==> src/hdl/rau_pkg.sv <==
// Shared types, codes and constants for the rational arithmetic unit.
// No dependencies.
package rau_pkg;

  localparam int OperandWidth = 16;
  localparam int ResWidth     = 33;

  typedef enum logic [2:0] {
    OP_ADD = 3'd0,
    OP_SUB = 3'd1,
    OP_MUL = 3'd2,
    OP_DIV = 3'd3,
    OP_CMP = 3'd4
  } opcode_t;

  typedef enum logic [1:0] {
    REL_LESS    = 2'd0,
    REL_EQUAL   = 2'd1,
    REL_GREATER = 2'd2
  } relation_t;

  typedef enum logic [1:0] {
    ST_OK       = 2'd0,
    ST_DIV_ZERO = 2'd1,
    ST_DEN_ZERO = 2'd2
  } status_t;

  typedef enum logic [1:0] {
    KIND_REDUCE = 2'd0,
    KIND_DIRECT = 2'd1
  } kind_t;

  typedef enum logic [2:0] {
    BK_IDLE,
    BK_GCD,
    BK_DIVN,
    BK_DIVD,
    BK_OUT
  } bk_state_t;

endpackage

==> src/hdl/rational_arithmetic_unit.sv <==
// Rational arithmetic unit: front end forms products, back end reduces by gcd.
// Items that need no reduction (zero numerator, compare or a flagged operand)
// go straight to the output stage; the others pass through the binary gcd and
// the two divisions. The back end holds one item at a time; the front end can
// take the next item meanwhile. Depends on rau_pkg,
// rau_front, rau_back. Synchronous active-low reset clears all handshake and state control.
module rational_arithmetic_unit #(
  parameter int OPERAND_WIDTH = rau_pkg::OperandWidth
) (
  input  logic         clk,
  input  logic         rst_n,
  input  logic         in_tvalid,
  output logic         in_tready,
  input  logic [63:0]  in_tdata,  // left_num, left_den, right_num, right_den
  input  logic [2:0]   in_tuser,  // opcode
  output logic         out_tvalid,
  input  logic         out_tready,
  output logic [71:0]  out_tdata  // res_num, res_den, relation, status, zero pad
);
  localparam int RW = rau_pkg::ResWidth;
  logic q_valid, q_ready;
  logic [RW-1:0] q_num, q_den, r_num, r_den;
  logic [1:0] q_kind, q_rel, q_status, rel, st;

  rau_front #(.OPERAND_WIDTH(OPERAND_WIDTH)) u_front (
    .clk, .rst_n, .in_valid(in_tvalid), .in_ready(in_tready), .op(in_tuser),
    .a_in(in_tdata[15:0]), .b_in(in_tdata[31:16]), .c_in(in_tdata[47:32]),
    .d_in(in_tdata[63:48]), .q_valid, .q_ready, .q_num, .q_den, .q_kind,
    .q_rel, .q_status
  );

  rau_back u_back (
    .clk, .rst_n, .q_valid, .q_ready, .q_num, .q_den, .q_kind, .q_rel, .q_status,
    .out_valid(out_tvalid), .out_ready(out_tready), .res_num(r_num),
    .res_den(r_den), .relation(rel), .status(st)
  );

  assign out_tdata = {2'b0, st, rel, r_den, r_num};
endmodule

==> src/hdl/rau_front.sv <==
// Front end: multiplies the cross products in steps on two multipliers and classifies the item.
// Depends on rau_pkg.
module rau_front #(
  parameter int OPERAND_WIDTH = rau_pkg::OperandWidth
) (
  input  logic        clk,
  input  logic        rst_n,
  input  logic        in_valid,
  output logic        in_ready,
  input  logic [2:0]  op,
  input  logic [15:0] a_in,
  input  logic [15:0] b_in,
  input  logic [15:0] c_in,
  input  logic [15:0] d_in,
  output logic        q_valid,
  input  logic        q_ready,
  output logic [rau_pkg::ResWidth-1:0] q_num,
  output logic [rau_pkg::ResWidth-1:0] q_den,
  output logic [1:0]  q_kind,
  output logic [1:0]  q_rel,
  output logic [1:0]  q_status
);
  localparam int W = OPERAND_WIDTH;
  localparam int PW = 2 * W;
  localparam int SW = PW + 1;
  localparam int RW = rau_pkg::ResWidth;

  logic signed [W-1:0] a_r, b_r, c_r, d_r;
  logic [2:0] op_r;
  logic [1:0] step_r;
  logic busy_r;
  logic signed [PW-1:0] p1_r, p2_r, p3_r;
  logic signed [PW-1:0] m_x, m_y;
  logic signed [W-1:0] mx_a, mx_b, my_a, my_b;
  logic signed [SW-1:0] sum, n_full;
  logic signed [SW-1:0] den_full;
  logic [1:0] kind_nxt, rel_nxt, st_nxt;
  logic [RW-1:0] num_nxt, den_nxt;

  assign in_ready = !busy_r;

  always_comb begin
    mx_a = a_r; mx_b = d_r; my_a = b_r; my_b = c_r;
    case (step_r)
      2'd0: begin
        mx_a = a_r; mx_b = d_r; my_a = b_r; my_b = c_r;
      end
      2'd1: begin
        mx_a = a_r; mx_b = c_r; my_a = b_r; my_b = d_r;
      end
      default: begin
        mx_a = b_r; mx_b = c_r; my_a = b_r; my_b = d_r;
      end
    endcase
    m_x = mx_a * mx_b;
    m_y = my_a * my_b;
  end

  always_comb begin
    sum = '0; n_full = '0; den_full = SW'(p3_r);
    case (op_r)
      rau_pkg::OP_ADD: n_full = SW'(p1_r) + SW'(p2_r);
      rau_pkg::OP_SUB: n_full = SW'(p1_r) - SW'(p2_r);
      rau_pkg::OP_MUL: n_full = SW'(p1_r);
      rau_pkg::OP_DIV: begin
        n_full = SW'(p1_r);
        den_full = SW'(p2_r);
      end
      default: sum = SW'(p1_r) - SW'(p2_r);
    endcase
  end

  always_comb begin
    kind_nxt = rau_pkg::KIND_REDUCE;
    rel_nxt = rau_pkg::REL_EQUAL;
    st_nxt = rau_pkg::ST_OK;
    num_nxt = RW'(n_full);
    den_nxt = RW'(den_full);
    if (b_r == '0 || d_r == '0) begin
      kind_nxt = rau_pkg::KIND_DIRECT;
      st_nxt = rau_pkg::ST_DEN_ZERO;
      num_nxt = '0; den_nxt = '0;
    end else if (op_r == rau_pkg::OP_DIV && c_r == '0) begin
      kind_nxt = rau_pkg::KIND_DIRECT;
      st_nxt = rau_pkg::ST_DIV_ZERO;
      num_nxt = '0; den_nxt = '0;
    end else if (op_r > rau_pkg::OP_DIV) begin
      kind_nxt = rau_pkg::KIND_DIRECT;
      num_nxt = '0; den_nxt = '0;
      if (sum != '0) begin
        rel_nxt = ((sum[SW-1]) ^ (b_r[W-1] ^ d_r[W-1])) ? rau_pkg::REL_LESS
                                                        : rau_pkg::REL_GREATER;
      end
    end else if (n_full == '0) begin
      kind_nxt = rau_pkg::KIND_DIRECT;
    end
  end

  always_ff @(posedge clk) begin
    if (!rst_n) begin
      busy_r <= 1'b0;
      step_r <= '0;
      q_valid <= 1'b0;
    end else begin
      if (q_valid && q_ready) q_valid <= 1'b0;
      if (!busy_r && in_valid) begin
        busy_r <= 1'b1;
        step_r <= '0;
        op_r <= op;
        a_r <= a_in[W-1:0]; b_r <= b_in[W-1:0];
        c_r <= c_in[W-1:0]; d_r <= d_in[W-1:0];
      end else if (busy_r && step_r == 2'd0) begin
        p1_r <= m_x; p2_r <= m_y;
        if (op_r == rau_pkg::OP_MUL || op_r == rau_pkg::OP_DIV) begin
          step_r <= 2'd1;
        end else begin
          step_r <= 2'd2;
        end
      end else if (busy_r && step_r == 2'd1) begin
        if (op_r == rau_pkg::OP_MUL) begin
          p1_r <= m_x; p3_r <= m_y;
        end
        step_r <= 2'd3;
      end else if (busy_r && step_r == 2'd2) begin
        p3_r <= m_y;
        step_r <= 2'd3;
      end else if (busy_r && step_r == 2'd3 && !q_valid) begin
        busy_r <= 1'b0;
        q_valid <= 1'b1;
        q_kind <= kind_nxt;
        q_rel <= rel_nxt;
        q_status <= st_nxt;
        q_num <= num_nxt;
        q_den <= den_nxt;
      end
    end
  end
endmodule

==> src/hdl/rau_back.sv <==
// Back end: reduces a fraction by the gcd of its magnitudes (binary gcd and
// restoring division) and fixes the sign. Depends on rau_pkg.
module rau_back (
  input  logic        clk,
  input  logic        rst_n,
  input  logic        q_valid,
  output logic        q_ready,
  input  logic [rau_pkg::ResWidth-1:0] q_num,
  input  logic [rau_pkg::ResWidth-1:0] q_den,
  input  logic [1:0]  q_kind,
  input  logic [1:0]  q_rel,
  input  logic [1:0]  q_status,
  output logic        out_valid,
  input  logic        out_ready,
  output logic [rau_pkg::ResWidth-1:0] res_num,
  output logic [rau_pkg::ResWidth-1:0] res_den,
  output logic [1:0]  relation,
  output logic [1:0]  status
);
  localparam int RW = rau_pkg::ResWidth;
  localparam int MW = RW + 1;
  localparam int CW = $clog2(MW + 1);

  rau_pkg::bk_state_t state_r, state_nxt;
  logic [RW-1:0] num_r, den_r;
  logic [1:0] rel_r, st_r;
  logic [MW-1:0] x_r, y_r, g_r;
  logic [CW-1:0] sh_r, cnt_r;
  logic [MW-1:0] quo_r, rem_r, dv_r;
  logic [MW-1:0] mn, md, rem_sh, xd, yd;
  logic sgn_n_r, sgn_d_r;
  logic [RW-1:0] qn_r, qd_r;
  logic [MW-1:0] trial;

  assign mn = q_num[RW-1] ? MW'(-$signed({q_num[RW-1], q_num})) : MW'(q_num);
  assign md = q_den[RW-1] ? MW'(-$signed({q_den[RW-1], q_den})) : MW'(q_den);
  assign rem_sh = {rem_r[MW-2:0], quo_r[MW-1]};
  assign trial = rem_sh - dv_r;
  assign xd = (x_r > y_r) ? x_r - y_r : y_r - x_r;
  assign yd = (x_r > y_r) ? y_r : x_r;
  assign q_ready = (state_r == rau_pkg::BK_IDLE);

  always_comb begin
    state_nxt = state_r;
    unique case (state_r)
      rau_pkg::BK_IDLE: if (q_valid) begin
        state_nxt = (q_kind == rau_pkg::KIND_DIRECT) ? rau_pkg::BK_OUT : rau_pkg::BK_GCD;
      end
      rau_pkg::BK_GCD: if (y_r == '0 || x_r == y_r) state_nxt = rau_pkg::BK_DIVN;
      rau_pkg::BK_DIVN: if (cnt_r == CW'(MW)) state_nxt = rau_pkg::BK_DIVD;
      rau_pkg::BK_DIVD: if (cnt_r == CW'(MW)) state_nxt = rau_pkg::BK_OUT;
      rau_pkg::BK_OUT: if (!out_valid || out_ready) state_nxt = rau_pkg::BK_IDLE;
      default: state_nxt = rau_pkg::BK_IDLE;
    endcase
  end

  always_ff @(posedge clk) begin
    if (!rst_n) begin
      state_r <= rau_pkg::BK_IDLE;
      out_valid <= 1'b0;
    end else begin
      state_r <= state_nxt;
      if (state_r == rau_pkg::BK_OUT && (!out_valid || out_ready)) out_valid <= 1'b1;
      else if (out_valid && out_ready) out_valid <= 1'b0;
      unique case (state_r)
        rau_pkg::BK_IDLE: if (q_valid) begin
          num_r <= q_num; den_r <= q_den; rel_r <= q_rel; st_r <= q_status;
          sgn_n_r <= q_num[RW-1]; sgn_d_r <= q_den[RW-1];
          x_r <= mn; y_r <= md; sh_r <= '0;
        end
        rau_pkg::BK_GCD: begin
          if (y_r == '0 || x_r == y_r) begin
            g_r <= x_r << sh_r;
            dv_r <= x_r << sh_r;
            quo_r <= {1'b0, num_r[RW-1] ? RW'(-num_r) : num_r};
            rem_r <= '0; cnt_r <= '0;
          end else if (!x_r[0] && !y_r[0]) begin
            x_r <= x_r >> 1; y_r <= y_r >> 1; sh_r <= sh_r + 1'b1;
          end else if (!x_r[0]) x_r <= x_r >> 1;
          else if (!y_r[0]) y_r <= y_r >> 1;
          else begin
            x_r <= xd >> 1; y_r <= yd;
          end
        end
        rau_pkg::BK_DIVN, rau_pkg::BK_DIVD: begin
          if (cnt_r == CW'(MW)) begin
            if (state_r == rau_pkg::BK_DIVN) begin
              qn_r <= RW'(quo_r);
              quo_r <= {1'b0, den_r[RW-1] ? RW'(-den_r) : den_r};
              rem_r <= '0; cnt_r <= '0;
            end else qd_r <= RW'(quo_r);
          end else begin
            cnt_r <= cnt_r + 1'b1;
            if (!trial[MW-1] && rem_sh >= dv_r) begin
              rem_r <= trial; quo_r <= {quo_r[MW-2:0], 1'b1};
            end else begin
              rem_r <= rem_sh; quo_r <= {quo_r[MW-2:0], 1'b0};
            end
          end
        end
        rau_pkg::BK_OUT: if (!out_valid || out_ready) begin
          relation <= rel_r; status <= st_r;
          if (g_r == '0 || st_r != rau_pkg::ST_OK || num_r == '0
              || rel_r != rau_pkg::REL_EQUAL) begin
            res_num <= num_r; res_den <= den_r;
          end else begin
            res_num <= (sgn_n_r ^ sgn_d_r) ? RW'(-qn_r) : qn_r;
            res_den <= qd_r;
          end
        end
        default: ;
      endcase
      if (state_r == rau_pkg::BK_IDLE && q_valid && q_kind == rau_pkg::KIND_DIRECT)
        g_r <= '0;
    end
  end
endmodule

==> config.mk <==
export PLATFORM = sky130hd
export DESIGN_NAME = rational_arithmetic_unit
export DESIGN_NICKNAME = d
export VERILOG_FILES = /design/src/hdl/rau_pkg.sv /design/src/hdl/rational_arithmetic_unit.sv /design/src/hdl/rau_front.sv /design/src/hdl/rau_back.sv
export SDC_FILE = /design/constraint.sdc
export NUM_CORES = 2
export LEC_CHECK = 0
export ABC_CLOCK_PERIOD_IN_PS = 10000
export BUFFER_PORTS_ARGS = -buffer_cell sky130_fd_sc_hd__buf_2
export CELL_PAD_IN_SITES_DETAIL_PLACEMENT = 0
export CELL_PAD_IN_SITES_GLOBAL_PLACEMENT = 1
export CORE_MARGIN = 2
export CORE_UTILIZATION = 52
export CTS_CLUSTER_DIAMETER = 40
export DETAILED_ROUTE_END_ITERATION = 6
export PLACE_DENSITY = 0.84
export SYNTH_ARGS = -nofsm -noshare
export SYNTH_HDL_FRONTEND = slang
export SYNTH_SLANG_ARGS = --single-unit
==> constraint.sdc <==
create_clock -name clk -period 10 [get_ports clk]
set_input_delay 1.5 -clock clk [delete_from_list [all_inputs] [get_ports clk]]
set_output_delay 1.5 -clock clk [all_outputs]
set_load 0.02 [all_outputs]
Word-level counts from Yosys, hierarchy flattened
Index checks and enable logic that the tools add are counted.
Word-level totals
  register bits: 666
  latch bits: 0
  bits in writable memories: 0
  bits in read-only memories: 0
  input bits: 71
  output and inout port bits: 74
  word-level logic and storage cells: 252
  memories: 0
Operators by class
  add/subtract/negate cells: 12
  $mul: 2
  divide/modulo/power cells: 0
  $lt $le $gt $ge: 3
  equal/unequal tests: 29
  shifts and indexed selects: 1
  mux-type cells: 80
  bitwise logic cells: 11
  reductions and logical operators: 74
Operator list (count)
  34-bit 2-to-1 mux: 19
  33-bit 2-to-1 mux: 11
  34-bit case mux with 2 select lines: 3
  32-bit 2-to-1 mux: 6
  34-bit subtractor: 3
  33-bit negator: 3
  33-bit case mux with 3 select lines: 1
  34-bit logical NOT: 2
  33-bit negator with 34-bit output: 2
  33-bit logical NOT: 2
  33-bit case mux with 2 select lines: 1
  16-bit by 16-bit multiplier with 32-bit output: 2
  16-bit logical NOT: 3
  16-bit 2-to-1 mux: 3
  6-bit 2-to-1 mux: 6
  34-bit equality test: 1
  34-bit greater-or-equal comparator: 1
  34-bit greater-than comparator: 1
  34-bit by 6-bit left shift with 34-bit output: 1
  32-bit by 32-bit adder with 33-bit output: 1
  33-bit nonzero test: 1
  32-bit by 32-bit subtractor with 33-bit output: 1
  5-bit AND reduction: 5
  6-bit case mux with 2 select lines: 2
  other kinds (33): 131

Logic depth before layout (Yosys ltp)
  word-level depth: 8
  mapped depth: 29

By module
Synthesis repeated with hierarchy kept, for this count alone.
Second synthesis, totals
  cells, all modules: 6117
  area total of the unflattened synthesis: 59953.8 um^2
Modules (own cells, without submodules)
  rau_front: times used 1, cells an instance 3339, area an instance 32558.7 um^2, seq. area each 7076.8 um^2
  rau_back: times used 1, cells an instance 2775, area an instance 27376.3 um^2, seq. area each 12722.2 um^2
  rational_arithmetic_unit: times used 1, cells an instance 3, area an instance 18.8 um^2, seq. area each 0.0 um^2

Worst setup path after synthesis
Ideal clock, no wire load.
  path kind: reg-to-reg
  from: reg u_back.x_r[24]
  to: reg u_back.cnt_r[0], enable pin
  library setup time: 0.609 ns
  arrival time: 7.275 ns
  required time: 9.391 ns
  path slack: 2.116 ns
  stages on the path, launching flop included: 9
  buffers on the path: 1
  clock period less this slack: 7.884 ns
  cells stage by stage: edfxtp_1 ha_1 clkbuf_1 nand4_1 nor4_1 nand3_1 nand2_1 a22oi_1 nor3b_1
On the way
  longest elaborated chain between the ends: 4
RTL lines
  start: declaration: line rau_back.sv:27  | logic [MW-1:0] x_r, y_r, g_r;
  start signal: assignment: line rau_back.sv:78  | x_r <= x_r >> 1; y_r <= y_r >> 1; sh_r <= sh_r + 1'b1;
  start signal: assignment: line rau_back.sv:79  | end else if (!x_r[0]) x_r <= x_r >> 1;
  start signal: assignment: line rau_back.sv:82  | x_r <= xd >> 1; y_r <= yd;
  34-bit equality test: line rau_back.sv:72  | if (y_r == '0 || x_r == y_r) begin
  1-bit logical OR: line rau_back.sv:72
  2-bit by 1-bit inequality test with 1-bit output (no source line)
  4-bit AND reduction (no source line)
  end signal: assignment: line rau_back.sv:93  | cnt_r <= cnt_r + 1'b1;
  end: declaration: line rau_back.sv:28  | logic [CW-1:0] sh_r, cnt_r;
No other way between the ends.
A chain may end at the register's enable or synchronous reset.

Final worst setup path
  from: reg u_front.step_r[1]
  to: reg u_front.p2_r[30] (data pin)
On the way
  longest elaborated chain between the ends: 3
RTL lines
  start: declaration: line rau_front.sv:30  | logic [1:0] step_r;
  start signal: assignment: line rau_front.sv:102  | step_r <= '0;
  start signal: assignment: line rau_front.sv:108  | step_r <= '0;
  start signal: assignment: line rau_front.sv:115  | step_r <= 2'd1;
  2-bit logical NOT: line rau_front.sv:44  | case (step_r)
  16-bit 2-to-1 mux: line rau_front.sv:44
  16-bit by 16-bit multiplier with 32-bit output: line rau_front.sv:56  | m_y = my_a * my_b;
  via u_front.m_y[30]: line rau_front.sv:33  | logic signed [PW-1:0] m_x, m_y;
  end signal: assignment: line rau_front.sv:113  | p1_r <= m_x; p2_r <= m_y;
  end: declaration: line rau_front.sv:32  | logic signed [PW-1:0] p1_r, p2_r, p3_r;
The timed path passes the listed nets, and every way through them passes these cells.

==> reports/metrics.cfg <==
[grt]
antenna_found_initial=1
grt_max_degree=100
grt-ovfl-total=0
grt_usage=0.2912
grt_pass1_vias=44440
grt_pass1_wl_mm=262.1

[clock_network]
clkTransAtPathRegs_ps=60
cts.sinks=661
root_buffer=clkbuf_16
cts_setup_buffers=0
cts_inserted_buffers=92
clk_latency_ps=720
cts_tree=built
cts_buffer_depth=3
cts_hold_buf=0
ctsResizeCount=0
htree_levels=3

[cells_and_area]
drive_above_1_share=0.09076
multi_input_area_um2=35600
seq_area_um2=19770
syn_to_final_growth_pct=9.302
final.fill_count=9775
fin_cells=7594
layout_commonest_cell=inv_1
fin_nets=6956
layout_common_cells=inv_1 (780), edfxtp_1 (653), nand2_1 (618)
fin_area_um2=64730
final_util=0.5738

[logic_synthesis]
synth-seq-cells=661
ys_async_sr_fraction=0
synthDistinctLibCells=91
synth_edf_count=653
ys_warn_count=0
synth_top_cell_area_share=0.3311
seq_area_frac_synth=0.3338
synth_cells=5970
synth_area_um2=59220
synth_largest_area_cell=edfxtp_1
ys_top_cells_by_area=edfxtp_1 (33%), fa_1 (18%), ha_1 (7.1%)
synthFlopType=edfxtp_1
syn_area_per_cell_um2=9.920

[floorplanning]
start_util=0.5250
core_um2=112800
row_count=123
die_y_um=341.5
die-area_um2=116600
die_w_um=341.5
pin_count=145

[power]
cell_internal_pwr_uw=14370
pwr-share-seq=0.184
p_sw_frac=0.4564
ir_drop_uv=544.5
p_leak_uw=0.02744
switching_power_uw=12070
pwr-share-comb=0.690
clkPwrFrac=0.126
cellPowerDensity_nw_per_um2=408.5

[route]
detail_route.wl_per_cell_um=22.18
ant_nets=0
wl_mm=168.4
via_per_inst=5.903
drcViolationCount=8
drtIter0Drc=4398
num_vias=44820
drt_first_pass_iters=7

[critical_path]
worst_setup_path_start_kind=flip-flop
startpoint=u_front.step_r[1]
required_ps=10430
end_kind=flip-flop
setup.worst_path.class=reg2reg
crit_fanout=39
cp_data_arrival_time_ps=8730
reg2reg_from=u_front.step_r[1]

[timing]
rsz0062_at_grt=no
slew_headroom=0.1216
post-route-period-util=0.8302
setup_viol=0
worst_pin_slew_ps=1281
worst_slack_ps=1698
clock_skew_ps=56.72
setup_tns_ps=0
slew_viol_final=0
fmax_mhz=120.5
fin_crit_ps=8302
hold_violations=0

[placed_design]
routabilityCongestion=1.012
place_hpwl_mm=132.8
dp_cells=7424
place_area_um2=61520
portBuffers=142
place_ws_ps=1733

[run]
cap_violations=0

[outcome]
status=finished with violations
violations=design-rule violations

[min_path]
hp-class=reg2reg
hold_start=u_front.q_status[0]

flip-flops by register name, indices dropped and copies added (netlist names), 32 cells and up:
| register | cells |
|---|---|
| u_front.p1_r | 32 |
| u_back.quo_r | 34 |
| u_back.qn_r | 33 |
| u_back.rem_r | 33 |
| u_back.den_r | 32 |
| u_front.q_num | 33 |
| u_front.p3_r | 32 |
| u_back.x_r | 34 |
| u_back.dv_r | 34 |
| u_back.res_num | 33 |
| u_back.y_r | 34 |
| u_front.q_den | 32 |
| u_back.g_r | 34 |
| u_front.p2_r | 32 |
| u_back.res_den | 33 |
| u_back.qd_r | 33 |
| u_back.num_r | 33 |
final cells by class:
cell class	count	area share
multi-input combinational	4254	0.5499
sequential	661	0.3054
inverter	784	0.04546
clock buffer	98	0.03591
tap	1500	0.02899
timing repair buffer	225	0.02060
clock inverter	71	0.01370
antenna	1	0.00003866
kinds of logic after synthesis:
family / after synthesis / synth area share
buffers and inverters: 1057 / 0.06760
adders and majority gates: 867 / 0.2502
muxes: 214 / 0.04331
DFF: 661 / 0.3338
other: 1 / 0.00006332
AOI/OAI and AO/OA: 1138 / 0.1241
xor gates and xnor gates: 331 / 0.04895
and+or+nand+nor: 1701 / 0.1319
per-layer routing:
layer,share of wire,track usage,up-vias
met3,0.076,0.04506,403
met1,0.42,0.3937,21880
met5,0,0,-
met4,0.047,0.1228,0
li1,-,-,20530
met2,0.46,0.4691,2012
worst paths after layout:
kind	end	slack, ps	depth (start not counted)
max reg2reg	u_front.p2_r[30]	1700	24
min	u_back.st_r[0]	420	0
min reg2reg	u_back.st_r[0]	420	0
max	u_front.p2_r[30]	1700	24
worst max-delay path, cell delays in order, from the launching register on:
cell and delay [ps]:
dfxtp_2 1010, nor2_4 200, buf_4 360, mux2_2 550, nand2_1 140, fa_1 570
inv_1 50, fa_1 420, fa_1 470, fa_1 510, fa_1 500, inv_1 50
fa_1 470, inv_1 40, ha_1 320, and3_1 220, a311o_1 380, a211oi_1 330
o21ai_1 120, and2_1 180, o21ai_1 210, a21oi_1 130, a221o_1 330, o41ai_1 320
xnor2_1 130
per-stage QoR:
| stage | total power, uW | hold WS [ps] |
|---|---|---|
| 2_1_floorplan | 18890 | 400.3 |
| 3_3_place_gp | 22640 | 410.0 |
| 3_5_place_dp | 23010 | 404.5 |
| 4_1_cts | 26460 | 413.0 |
| 5_1_grt | 29030 | 432.4 |
| 6_report | 26440 | 418.8 |
synth_stat cells (25+ instances only):
library cell / count
a211oi_1: 55
a21o_1: 76
a21oi_1: 354
a221oi_1: 38
a31oi_1: 35
and2_1: 121
buf_1: 28
clkbuf_1: 225
edfxtp_1: 653
fa_1: 529
ha_1: 338
inv_1: 780
mux2_2: 82
mux2i_1: 101
mux4_2: 25
nand2_1: 619
nand2b_1: 47
nand3_1: 47
nand4_1: 42
nor2_1: 489
nor2b_1: 57
nor3_1: 92
nor4_1: 54
o211a_1: 35
o211ai_1: 40
o21a_1: 27
o21ai_0: 220
o21bai_1: 36
o31ai_1: 46
o41ai_1: 29
or3_1: 26
or4_1: 27
xnor2_1: 163
xor2_1: 168
power groups by stage:
stage / clock network (uW) / registers, uW / logic [uW]
floorplan: 0 / 4750 / 14100
global placement: 0 / 4910 / 17700
detailed placement: 0 / 4910 / 18100
CTS: 3390 / 4850 / 18200
global route: 3500 / 4860 / 20700
finish: 3340 / 4860 / 18200
No activity file was read; power rests on OpenSTA's default activity.
